==> src/rtl/core/assert_macros.svh <==
// Assertion macros for the RTL files; they expect clk and rst_n in scope.
`ifndef ASSERT_MACROS_SVH
`define ASSERT_MACROS_SVH

// Same-cycle implication, checked out of reset.
`define STID_ASSERT_IMPL(lbl, ante, cons, msg) \
  lbl: assert property (@(posedge clk) disable iff (!rst_n) (ante) |-> (cons)) \
    else $error(msg);

// Next-cycle implication, checked out of reset.
`define STID_ASSERT_NEXT(lbl, ante, cons, msg) \
  lbl: assert property (@(posedge clk) disable iff (!rst_n) (ante) |=> (cons)) \
    else $error(msg);

`endif

==> src/rtl/core/stid_pkg.sv <==
// Package: sizes, record type, codes and sequencer states of the sorted table.
package stid_pkg;

  localparam int TABLE_DEPTH  = 16;
  localparam int KEY_BITS     = 32;
  localparam int PAYLOAD_BITS = 64;

  localparam int IDX_W = $clog2(TABLE_DEPTH);
  localparam int CNT_W = $clog2(TABLE_DEPTH + 1);

  localparam int IN_KEY_W = 32;
  localparam int IN_PAY_W = 64;
  localparam int IN_IDX_W = 4;
  localparam int POS_W    = 4;
  localparam int COUNT_W  = 5;

  typedef struct packed {
    logic [KEY_BITS-1:0]     key;
    logic [PAYLOAD_BITS-1:0] payload;
  } rec_t;

  localparam int REC_W = $bits(rec_t);

  typedef enum logic {
    OP_INSERT = 1'b0,
    OP_DELETE = 1'b1
  } opcode_t;

  typedef enum logic [1:0] {
    ST_OK        = 2'd0,
    ST_FULL      = 2'd1,
    ST_BAD_INDEX = 2'd2
  } status_t;

  typedef enum logic [1:0] {
    S_IDLE,
    S_INS_SHIFT,
    S_INS_PUT,
    S_DEL_SHIFT
  } state_t;

endpackage

==> src/rtl/core/stid_ram.sv <==
// Generic single-write, single-read RAM with registered read data.
module stid_ram #(
  parameter int WIDTH = 8,
  parameter int DEPTH = 16
) (
  input  logic                     clk,
  input  logic                     we,
  input  logic [$clog2(DEPTH)-1:0] waddr,
  input  logic [WIDTH-1:0]         wdata,
  input  logic [$clog2(DEPTH)-1:0] raddr,
  output logic [WIDTH-1:0]         rdata
);

  logic [WIDTH-1:0] mem [DEPTH];

  always_ff @(posedge clk) begin
    if (we) begin
      mem[waddr] <= wdata;
    end
    rdata <= mem[raddr];
  end

endmodule

==> src/rtl/core/sorted_table_insert_delete.sv <==
// Top level: sorted record table with insert and delete over one RAM and one key comparator.
//
// Records live in a 16-entry RAM kept in ascending key order; a small sequencer walks it
// one entry per cycle through the single read port, one key comparator and the single
// write port. An insert walks down from the top, moving each larger entry up one slot;
// an insert into a full table, or into an empty one, finishes without a walk. A delete
// moves the later entries down; a bad index finishes without a walk. busy is high while
// a walk runs. out_valid pulses for one cycle in the cycle after the item finishes, with
// status, position and the new count; the receiver cannot stall, so take the result in
// that cycle. A new item may be started in that same cycle.
`include "assert_macros.svh"

module sorted_table_insert_delete (
  input  logic                            clk,
  input  logic                            rst_n,
  input  logic                            start,
  output logic                            busy,
  input  logic                            in_opcode,
  input  logic [stid_pkg::IN_KEY_W-1:0]   in_new_key,
  input  logic [stid_pkg::IN_PAY_W-1:0]   in_new_payload,
  input  logic [stid_pkg::IN_IDX_W-1:0]   in_delete_index,
  output logic                            out_valid,
  output logic [1:0]                      out_status,
  output logic [stid_pkg::POS_W-1:0]      out_position,
  output logic [stid_pkg::COUNT_W-1:0]    out_entry_count
);

  localparam int IDX_W = stid_pkg::IDX_W;
  localparam int CNT_W = stid_pkg::CNT_W;

  stid_pkg::state_t state_r, state_nxt;
  logic [CNT_W-1:0] count_r, count_nxt;
  logic [IDX_W-1:0] j_r, j_nxt;
  logic [IDX_W-1:0] del_pos_r, del_pos_nxt;
  logic [stid_pkg::KEY_BITS-1:0]     key_r, key_nxt;
  logic [stid_pkg::PAYLOAD_BITS-1:0] pay_r, pay_nxt;

  logic              out_valid_r;
  stid_pkg::status_t out_status_r;
  logic [IDX_W-1:0]  out_pos_r;

  logic              done;
  stid_pkg::status_t done_status;
  logic [IDX_W-1:0]  done_pos;

  logic              ram_we;
  logic [IDX_W-1:0]  ram_waddr;
  logic [IDX_W-1:0]  ram_raddr;
  stid_pkg::rec_t    ram_wdata;
  stid_pkg::rec_t    rd_rec;
  stid_pkg::rec_t    in_rec;
  stid_pkg::rec_t    held_rec;

  logic              accept;
  logic              key_gt;
  logic [IDX_W-1:0]  del_idx;

  stid_ram #(
    .WIDTH (stid_pkg::REC_W),
    .DEPTH (stid_pkg::TABLE_DEPTH)
  ) u_ram (
    .clk   (clk),
    .we    (ram_we),
    .waddr (ram_waddr),
    .wdata (ram_wdata),
    .raddr (ram_raddr),
    .rdata (rd_rec)
  );

  assign busy    = (state_r != stid_pkg::S_IDLE);
  assign accept  = start && !busy;
  assign in_rec  = '{key:     in_new_key[stid_pkg::KEY_BITS-1:0],
                     payload: in_new_payload[stid_pkg::PAYLOAD_BITS-1:0]};
  assign held_rec = '{key: key_r, payload: pay_r};
  assign key_gt  = (rd_rec.key > key_r);
  assign del_idx = IDX_W'(in_delete_index);

  always_ff @(posedge clk) begin
    if (!rst_n) begin
      state_r     <= stid_pkg::S_IDLE;
      count_r     <= '0;
      out_valid_r <= 1'b0;
    end else begin
      state_r     <= state_nxt;
      count_r     <= count_nxt;
      out_valid_r <= done;
    end
  end

  always_ff @(posedge clk) begin
    j_r       <= j_nxt;
    del_pos_r <= del_pos_nxt;
    key_r     <= key_nxt;
    pay_r     <= pay_nxt;
    if (done) begin
      out_status_r <= done_status;
      out_pos_r    <= done_pos;
    end
  end

  always_comb begin
    state_nxt   = state_r;
    count_nxt   = count_r;
    j_nxt       = j_r;
    del_pos_nxt = del_pos_r;
    key_nxt     = key_r;
    pay_nxt     = pay_r;
    done        = 1'b0;
    done_status = stid_pkg::ST_OK;
    done_pos    = j_r;
    ram_we      = 1'b0;
    ram_waddr   = j_r;
    ram_wdata   = held_rec;
    ram_raddr   = '0;

    unique case (state_r)
      stid_pkg::S_IDLE: begin
        if (accept) begin
          key_nxt = in_rec.key;
          pay_nxt = in_rec.payload;
          if (stid_pkg::opcode_t'(in_opcode) == stid_pkg::OP_INSERT) begin
            if (count_r == CNT_W'(stid_pkg::TABLE_DEPTH)) begin
              done        = 1'b1;
              done_status = stid_pkg::ST_FULL;
              done_pos    = '0;
            end else if (count_r == '0) begin
              ram_we    = 1'b1;
              ram_waddr = '0;
              ram_wdata = in_rec;
              count_nxt = count_r + 1'b1;
              done      = 1'b1;
              done_pos  = '0;
            end else begin
              j_nxt     = IDX_W'(count_r);
              ram_raddr = IDX_W'(count_r - 1'b1);
              state_nxt = stid_pkg::S_INS_SHIFT;
            end
          end else begin
            if (32'(in_delete_index) >= 32'(count_r)) begin
              done        = 1'b1;
              done_status = stid_pkg::ST_BAD_INDEX;
              done_pos    = '0;
            end else if (32'(in_delete_index) + 32'd1 == 32'(count_r)) begin
              count_nxt = count_r - 1'b1;
              done      = 1'b1;
              done_pos  = del_idx;
            end else begin
              j_nxt       = del_idx;
              del_pos_nxt = del_idx;
              ram_raddr   = del_idx + 1'b1;
              state_nxt   = stid_pkg::S_DEL_SHIFT;
            end
          end
        end
      end

      stid_pkg::S_INS_SHIFT: begin
        ram_we    = 1'b1;
        ram_waddr = j_r;
        if (key_gt) begin
          ram_wdata = rd_rec;
          j_nxt     = j_r - 1'b1;
          if (j_r == IDX_W'(1)) begin
            state_nxt = stid_pkg::S_INS_PUT;
          end else begin
            ram_raddr = j_r - IDX_W'(2);
          end
        end else begin
          ram_wdata = held_rec;
          count_nxt = count_r + 1'b1;
          done      = 1'b1;
          done_pos  = j_r;
          state_nxt = stid_pkg::S_IDLE;
        end
      end

      stid_pkg::S_INS_PUT: begin
        ram_we    = 1'b1;
        ram_waddr = j_r;
        ram_wdata = held_rec;
        count_nxt = count_r + 1'b1;
        done      = 1'b1;
        done_pos  = j_r;
        state_nxt = stid_pkg::S_IDLE;
      end

      stid_pkg::S_DEL_SHIFT: begin
        ram_we    = 1'b1;
        ram_waddr = j_r;
        ram_wdata = rd_rec;
        j_nxt     = j_r + 1'b1;
        if (CNT_W'(j_r) + CNT_W'(2) == count_r) begin
          count_nxt = count_r - 1'b1;
          done      = 1'b1;
          done_pos  = del_pos_r;
          state_nxt = stid_pkg::S_IDLE;
        end else begin
          ram_raddr = j_r + IDX_W'(2);
        end
      end

      default: begin
        state_nxt = stid_pkg::S_IDLE;
      end
    endcase
  end

  assign out_valid       = out_valid_r;
  assign out_status      = out_status_r;
  assign out_position    = stid_pkg::POS_W'(out_pos_r);
  assign out_entry_count = stid_pkg::COUNT_W'(count_r);

  `STID_ASSERT_IMPL(a_count_bound, 1'b1, count_r <= CNT_W'(stid_pkg::TABLE_DEPTH), "count over depth")
  `STID_ASSERT_IMPL(a_result_idle, out_valid_r, !busy, "result while walking")
  `STID_ASSERT_IMPL(a_full_count, out_valid_r && (out_status_r == stid_pkg::ST_FULL), count_r == CNT_W'(stid_pkg::TABLE_DEPTH), "full status below depth")
  `STID_ASSERT_NEXT(a_accept_acts, accept, busy || out_valid_r, "item accepted without effect")

endmodule
==> config.mk <==
export PLATFORM = sky130hd
export DESIGN_NAME = sorted_table_insert_delete
export DESIGN_NICKNAME = d
export VERILOG_FILES = /design/src/rtl/core/stid_pkg.sv /design/src/rtl/core/stid_ram.sv /design/src/rtl/core/sorted_table_insert_delete.sv
export VERILOG_INCLUDE_DIRS = /design/src /design/src/rtl/core
export SDC_FILE = /design/constraint.sdc
export NUM_CORES = 1
export LEC_CHECK = 0
export ABC_AREA = 1
export BUFFER_PORTS_ARGS = -buffer_cell sky130_fd_sc_hd__buf_2
export CAP_MARGIN = 5
export CORE_MARGIN = 5
export CORE_UTILIZATION = 56
export CTS_CLUSTER_DIAMETER = 40
export CTS_CLUSTER_SIZE = 24
export DETAILED_ROUTE_END_ITERATION = 8
export PLACE_DENSITY = 0.76
export SLEW_MARGIN = 20
export SYNTH_ARGS = -nofsm -noshare
export SYNTH_HDL_FRONTEND = slang
export SYNTH_SLANG_ARGS = --single-unit
==> constraint.sdc <==
create_clock -name clk -period 3.4 [get_ports clk]
set_input_delay 0.17 -clock clk [delete_from_list [all_inputs] [get_ports clk]]
set_output_delay 0.17 -clock clk [all_outputs]
set_load 0.02 [all_outputs]
Word-level counts from Yosys, hierarchy flattened --
Memories as Yosys holds them, arrays and structs flattened. A register that Yosys moved wholly into a read port is not among the register bits. Index checks and enable logic that the tools add are counted.
Storage, ports and cells: register bits after elaboration 118, memories kept 1, bits in writable memories 1536, logic and storage cells 127, bits of input ports 104
Memory list:
- u_ram.mem | words 16, bits a word 96, read ports 1, clocked after memory_dff 1, write ports 1, RTL line stid_ram.sv:14 | logic [WIDTH-1:0] mem [DEPTH];
Cells by class: add/sub/neg operators 9, equality and inequality tests 18, mux-type cells 73, $lt $le $gt $ge 2, bitwise logic cells 2, reduce and logical (&&, ||, !) cells 13
Operator list (number):
- 96-bit two-way mux | 5
- 96-bit case mux with 4 select lines | 1
- 4-bit two-way mux | 26
- 5-bit two-way mux | 8
- 4-bit case mux with 3 select lines | 3
- 32-bit > comparator | 1
- 2-bit two-way mux | 11
- 3-bit inequality test, second input constant | 7
- 7-bit AND reduction | 3
- 5-bit case mux with 4 select lines | 1
- 1-bit two-way mux | 14
- 5-bit equality test | 2
- 4-bit by 1-bit adder with 4-bit output, second input constant | 2
- 2-bit inequality test, second input constant | 4
- 2-bit case mux with 4 select lines | 1
- 4-bit case mux with 2 select lines | 1
- 4-bit by 1-bit adder with 5-bit output, second input constant | 1
- 4-bit by 2-bit adder with 5-bit output, second input constant | 1
- 5-bit by 1-bit adder with 5-bit output, second input constant | 1
- 5-bit equality test, second input constant | 1
- 4-bit by 5-bit >= comparator with 1-bit output | 1
- 5-bit zero test | 1
- 5-bit AND reduction | 1
- 5-bit by 1-bit subtractor with 5-bit output, second input constant | 1
- 17 further kinds | 19

Depth between registers and ports, before layout --
depth in word-level cells 8, gate-level depth with buffers 24, gate-level depth less buffers 21

Cells and area by module --
A second synthesis with hierarchy kept.
Unflattened totals: cells, all modules 8069, area, all modules 78794.3 µm²
Modules (own cells, without submodules):
- stid_ram | seq. area each 48046.1 µm², instances 1, area each 67708.7 µm², cells an instance 6302
- sorted_table_insert_delete | seq. area each 3463.3 µm², instances 1, area each 11085.6 µm², cells an instance 1767

Least setup slack after synthesis --
OpenSTA, ideal clock, no wires.
path kind reg-to-reg, start register state_r[0], end memory u_ram.mem[0][64] in the netlist's numbering (enable), data arrival time 3293 ps, buffers on the path 0, period minus slack after synthesis 3762 ps, library setup time 470 ps, path slack -362 ps, stages on the path, launching flop included 6, required time 2930 ps, cells stage by stage dfxtp_1 > inv_1 > ha_1 > nor3_1 > inv_1 > o31ai_1
Between the ends: longest elaborated chain between the ends 7, elaborated cells between the ends (all ways) 14, classes of those cells 3 x eq/ne; 6 x mux; 5 x reduce/logical
RTL lines:
- start, declared | RTL line sorted_table_insert_delete.sv:31 | stid_pkg::state_t state_r, state_nxt;
- start signal, assigned | RTL line sorted_table_insert_delete.sv:80 | state_r <= stid_pkg::S_IDLE;
- start signal, assigned | RTL line sorted_table_insert_delete.sv:84 | state_r <= state_nxt;
- 2-bit nonzero test | RTL line sorted_table_insert_delete.sv:70 | assign busy = (state_r != stid_pkg::S_IDLE);
- 1-bit zero test | RTL line sorted_table_insert_delete.sv:71 | assign accept = start && !busy;
- 1-bit logical AND | RTL line sorted_table_insert_delete.sv:71
- 1-bit two-way mux | RTL line sorted_table_insert_delete.sv:118 | if (accept) begin
- 1-bit case mux with 2 select lines | RTL line sorted_table_insert_delete.sv:116 | unique case (state_r)
- 1-bit two-way mux | RTL line stid_ram.sv:17 | if (we) begin
- 1-bit two-way mux (not written as such) | RTL line stid_ram.sv:18 | mem[waddr] <= wdata;
- end, declared | RTL line stid_ram.sv:14
Several ways; a longest one is shown, not always the timed one.

Worst setup path in the final report --
start register key_r[27] in the netlist's numbering, end register u_ram.rdata[79], read port of u_ram.mem
Between the ends: longest elaborated chain between the ends 3
RTL lines:
- start, declared | RTL line sorted_table_insert_delete.sv:35 | logic [stid_pkg::KEY_BITS-1:0] key_r, key_nxt;
- start signal, assigned | RTL line sorted_table_insert_delete.sv:93 | key_r <= key_nxt;
- 32-bit > comparator | RTL line sorted_table_insert_delete.sv:75 | assign key_gt = (rd_rec.key > key_r);
- 4-bit two-way mux | RTL line sorted_table_insert_delete.sv:160 | if (key_gt) begin
- 4-bit case mux with 3 select lines | RTL line sorted_table_insert_delete.sv:116
- end, declared | RTL line stid_ram.sv:11 | output logic [WIDTH-1:0] rdata
Every way passes these cells. A chain may end at the register's enable or synchronous reset.

==> run metrics <==
outcome finished clean; Yosys reg bits approximately 600; die outline height 233 µm; H-tree Lvls 3; Vias/cell 6.02; fraction of layout cells with a size suffix above 1 0.125; Synth warnings 0; length of routed met2 wiring roughly 37 mm; # setup viols final 0; synth cell count leaders edfxtp_1, nand3_1, nand2_1; initial antenna violation count 0; # rows 81; first-pass GRT wire length ~120 mm; Comb pwr share 0.390; clk buf depth 3; routability congestion estimate 0.942; Highest Signal Layer met4; cell repeated most along the worst path nand2_1; Psw 12.6 mW; final wirelength 77.9 mm; number of max-cap violations 0; final max-slew violation count 0; Post-Synthesis Cells 2,667; Worst Path Buf+Inv 5; Worst setup EP type flop; min Tclk post-route 3.20 ns; PwrDens roughly 990 nW/µm²; sequential share of power 0.355; Slew @ Worst Pin 0.762 ns; area grow syn2layout 16.9%; Initial Utilization 0.568; EDFF count, synth 558; synth top area cells edfxtp_1, nand3_1, nand2_1, inv_1, nand3b_1; Post-Syn Area 27,900 µm²; Root Buffer clkbuf_16; Clock Latency Late Sink about 0.61 ns; Die ar. 54,400 µm²; Die X 233 µm; Avg Cell Area, Syn roughly 10 µm²; Clk network pwr share 0.255; nets@finish 2,923; most instantiated library cell after synthesis edfxtp_1; min-delay worst type in -> reg; total CTS buffers 71; Final ANT Viol Nets 0; crit path launch type flop; # fillers 3,462; Data required, critical path 3.88 ns; WS Path Type reg -> reg; switching portion of total power 0.390; crit-path max FO 67; HPWL Detailed about 42 mm; core area 49,100 µm²; Worst Skew 0.0328 ns; via count roughly 21,000; clock slew at reported path FFs 0.06 ns; DR iter-0 viols 2,713; Seq/Total Area, Yosys 0.630; DP Area 29,500 µm²; CP arrival roughly 3.7 ns; pre-CTS WS -0.127 ns; Synth top area share 0.601; wire length per cell approximately 22 µm; number of port buffers 52; final worst-path cycle share 0.942; gr usage total 0.284; Critical Path Max Stage Delay 0.37 ns; Power Internal 19.7 mW; Pre-antenna DRT Iters 6; cell taking the most area after synthesis edfxtp_1; met1 WL 28.6 mm; CTS Sinks 598; RSZ-0062 raised after global routing true; largest net degree at the start of global routing 94; Congestion Overflow GR 0; Static Leak approximately 13 nW; fin area 32,600 µm²; Post-synth ARST share 0; CP Cell Sequence inv_1, ha_1, nand2_1, nor2_2, nand2_1, nor4_2, buf_4, nand2_1, nand2_1, buf_4, nand4_2, nand3_4, buf_12, buf_12, nand3_1, nand3_1, nand3_1, nand3_1, nand2_1; ys flop type edfxtp_1; IO Pins between 100 and 150; Peak Freq 312 MHz; Met3 Routed Length 9.27 mm; vias in the first global route 20,356; delay-heaviest family, CP simple AND/OR/NAND/NOR gates; count of different cell masters after synthesis 45; CTS tree built; Peak VDD IR 0.000681 V; slew margin rel. 0.490; post-route worst setup slack 0.197 ns; Post-Syn Nets 2,821; Antenna diodes 0; Residual DRC 0; Final Hold Vio Count 0; critical path's slowest cell edfxtp_1
## metrics by stage
stage	cells	hold slack (ns)	setup TNS [ns]	power, mW	utilization
3_5_place_dp	3323	0.378	-11.12	23.5	0.600
4_1_cts	3491	0.0928	0	32.0	0.662
6_report	3491	0.114	0	32.3	0.664
2_1_floorplan	2667	0.269	-32.83	19.4	-
3_3_place_gp	3323	0.371	-0.418	23.1	0.600
5_1_grt	3491	0.144	-0.109	33.9	0.664
## registers in the layout, summed over array words and instances (netlist names)
register,cells
j_r,4
out_valid,1
key_r,32
u_ram.rdata,32
out_status,2
u_ram.mem,512
state_r,2
out_position,4
out_entry_count,5
del_pos_r,4
## placed cells by master, fill, tap and decap left out, types with 30 or more instances in the layout
cell type        n
edfxtp_1       558
nand3_1        472
nand2_1        369
inv_1          345
nor2_1         228
nand3b_1       161
clkbuf_16       73
buf_4           71
a21oi_1         63
buf_2           52
ha_1            49
dfxtp_1         40
nand4_1         39
dlygate4sd3_1   37
o21ai_0         36
buf_12          34
a221oi_1        30
## power by group through the flow
stage                     registers, mW  logic (mW)  clock network (mW)
after floorplan                    11.5        7.83                   0
after global placement             11.6        11.5                   0
after detailed placement           11.6        11.9                   0
after CTS                          11.4        12.2                8.29
after global routing               11.6        13.7                8.63
final                              11.5        12.6                8.24
## path summary, 6_finish.rpt
kind	from	end	slack, ns	cells after the start
max reg2reg	key_r[27]$_DFFE_PP_	u_ram.rdata[79]$_DFF_P_	0.20	19
min reg2reg	out_entry_count[3]$_SDFFE_PN0P_	out_entry_count[3]$_SDFFE_PN0P_	0.57	2
min	in_opcode	j_r[1]$_DFFE_PP_	0.11	3
max	key_r[27]$_DFFE_PP_	u_ram.rdata[79]$_DFF_P_	0.20	19
## final cells by class
class | count | area [µm²] | share of cell area
Timing Repair Buffer | 194 | 1840 | 0.0566
Tap cell | 664 | 831 | 0.0255
Multi-Input combinational cell | 1549 | 8430 | 0.259
Sequential cell | 598 | 17600 | 0.539
Clock inverter | 54 | 722 | 0.0222
Clock buffer | 77 | 1860 | 0.0571
Inverter | 355 | 1340 | 0.0411
## worst min-delay path, cell delays in order
cell and delay, ns:
buf_2 0.16, nor2_1 0.08, o221ai_1 0.18
## kinds of logic after synthesis
family	count (synthesis)	synth area share
AO/OA/AOI/OAI	187	0.0406
XOR/XNOR	10	0.00314
adder cells (fa/ha/maj)	50	0.0224
buffers and inverters	520	0.0800
flip-flops	598	0.630
AND/OR/NAND/NOR	1302	0.224
## what timing repair did
action                                  in CTS  in global routing
endpoints found under the setup margin     370                273
hold buffers                                37                  0
hold endpoints to repair                    44                  0
pin swaps                                    0                  1
gates resized for setup                     24                 15
setup buffers                                0                  0
## metal layers
| metal | up-vias | global-route usage |
|---|---|---|
| met1 | 9991 | 0.376 |
| met4 | 0 | 0.124 |
| li1 | 9408 | - |
| met3 | 237 | 0.0575 |
| met2 | 1380 | 0.459 |
| met5 | - | 0 |
No activity file was read; power rests on OpenSTA's default activity.
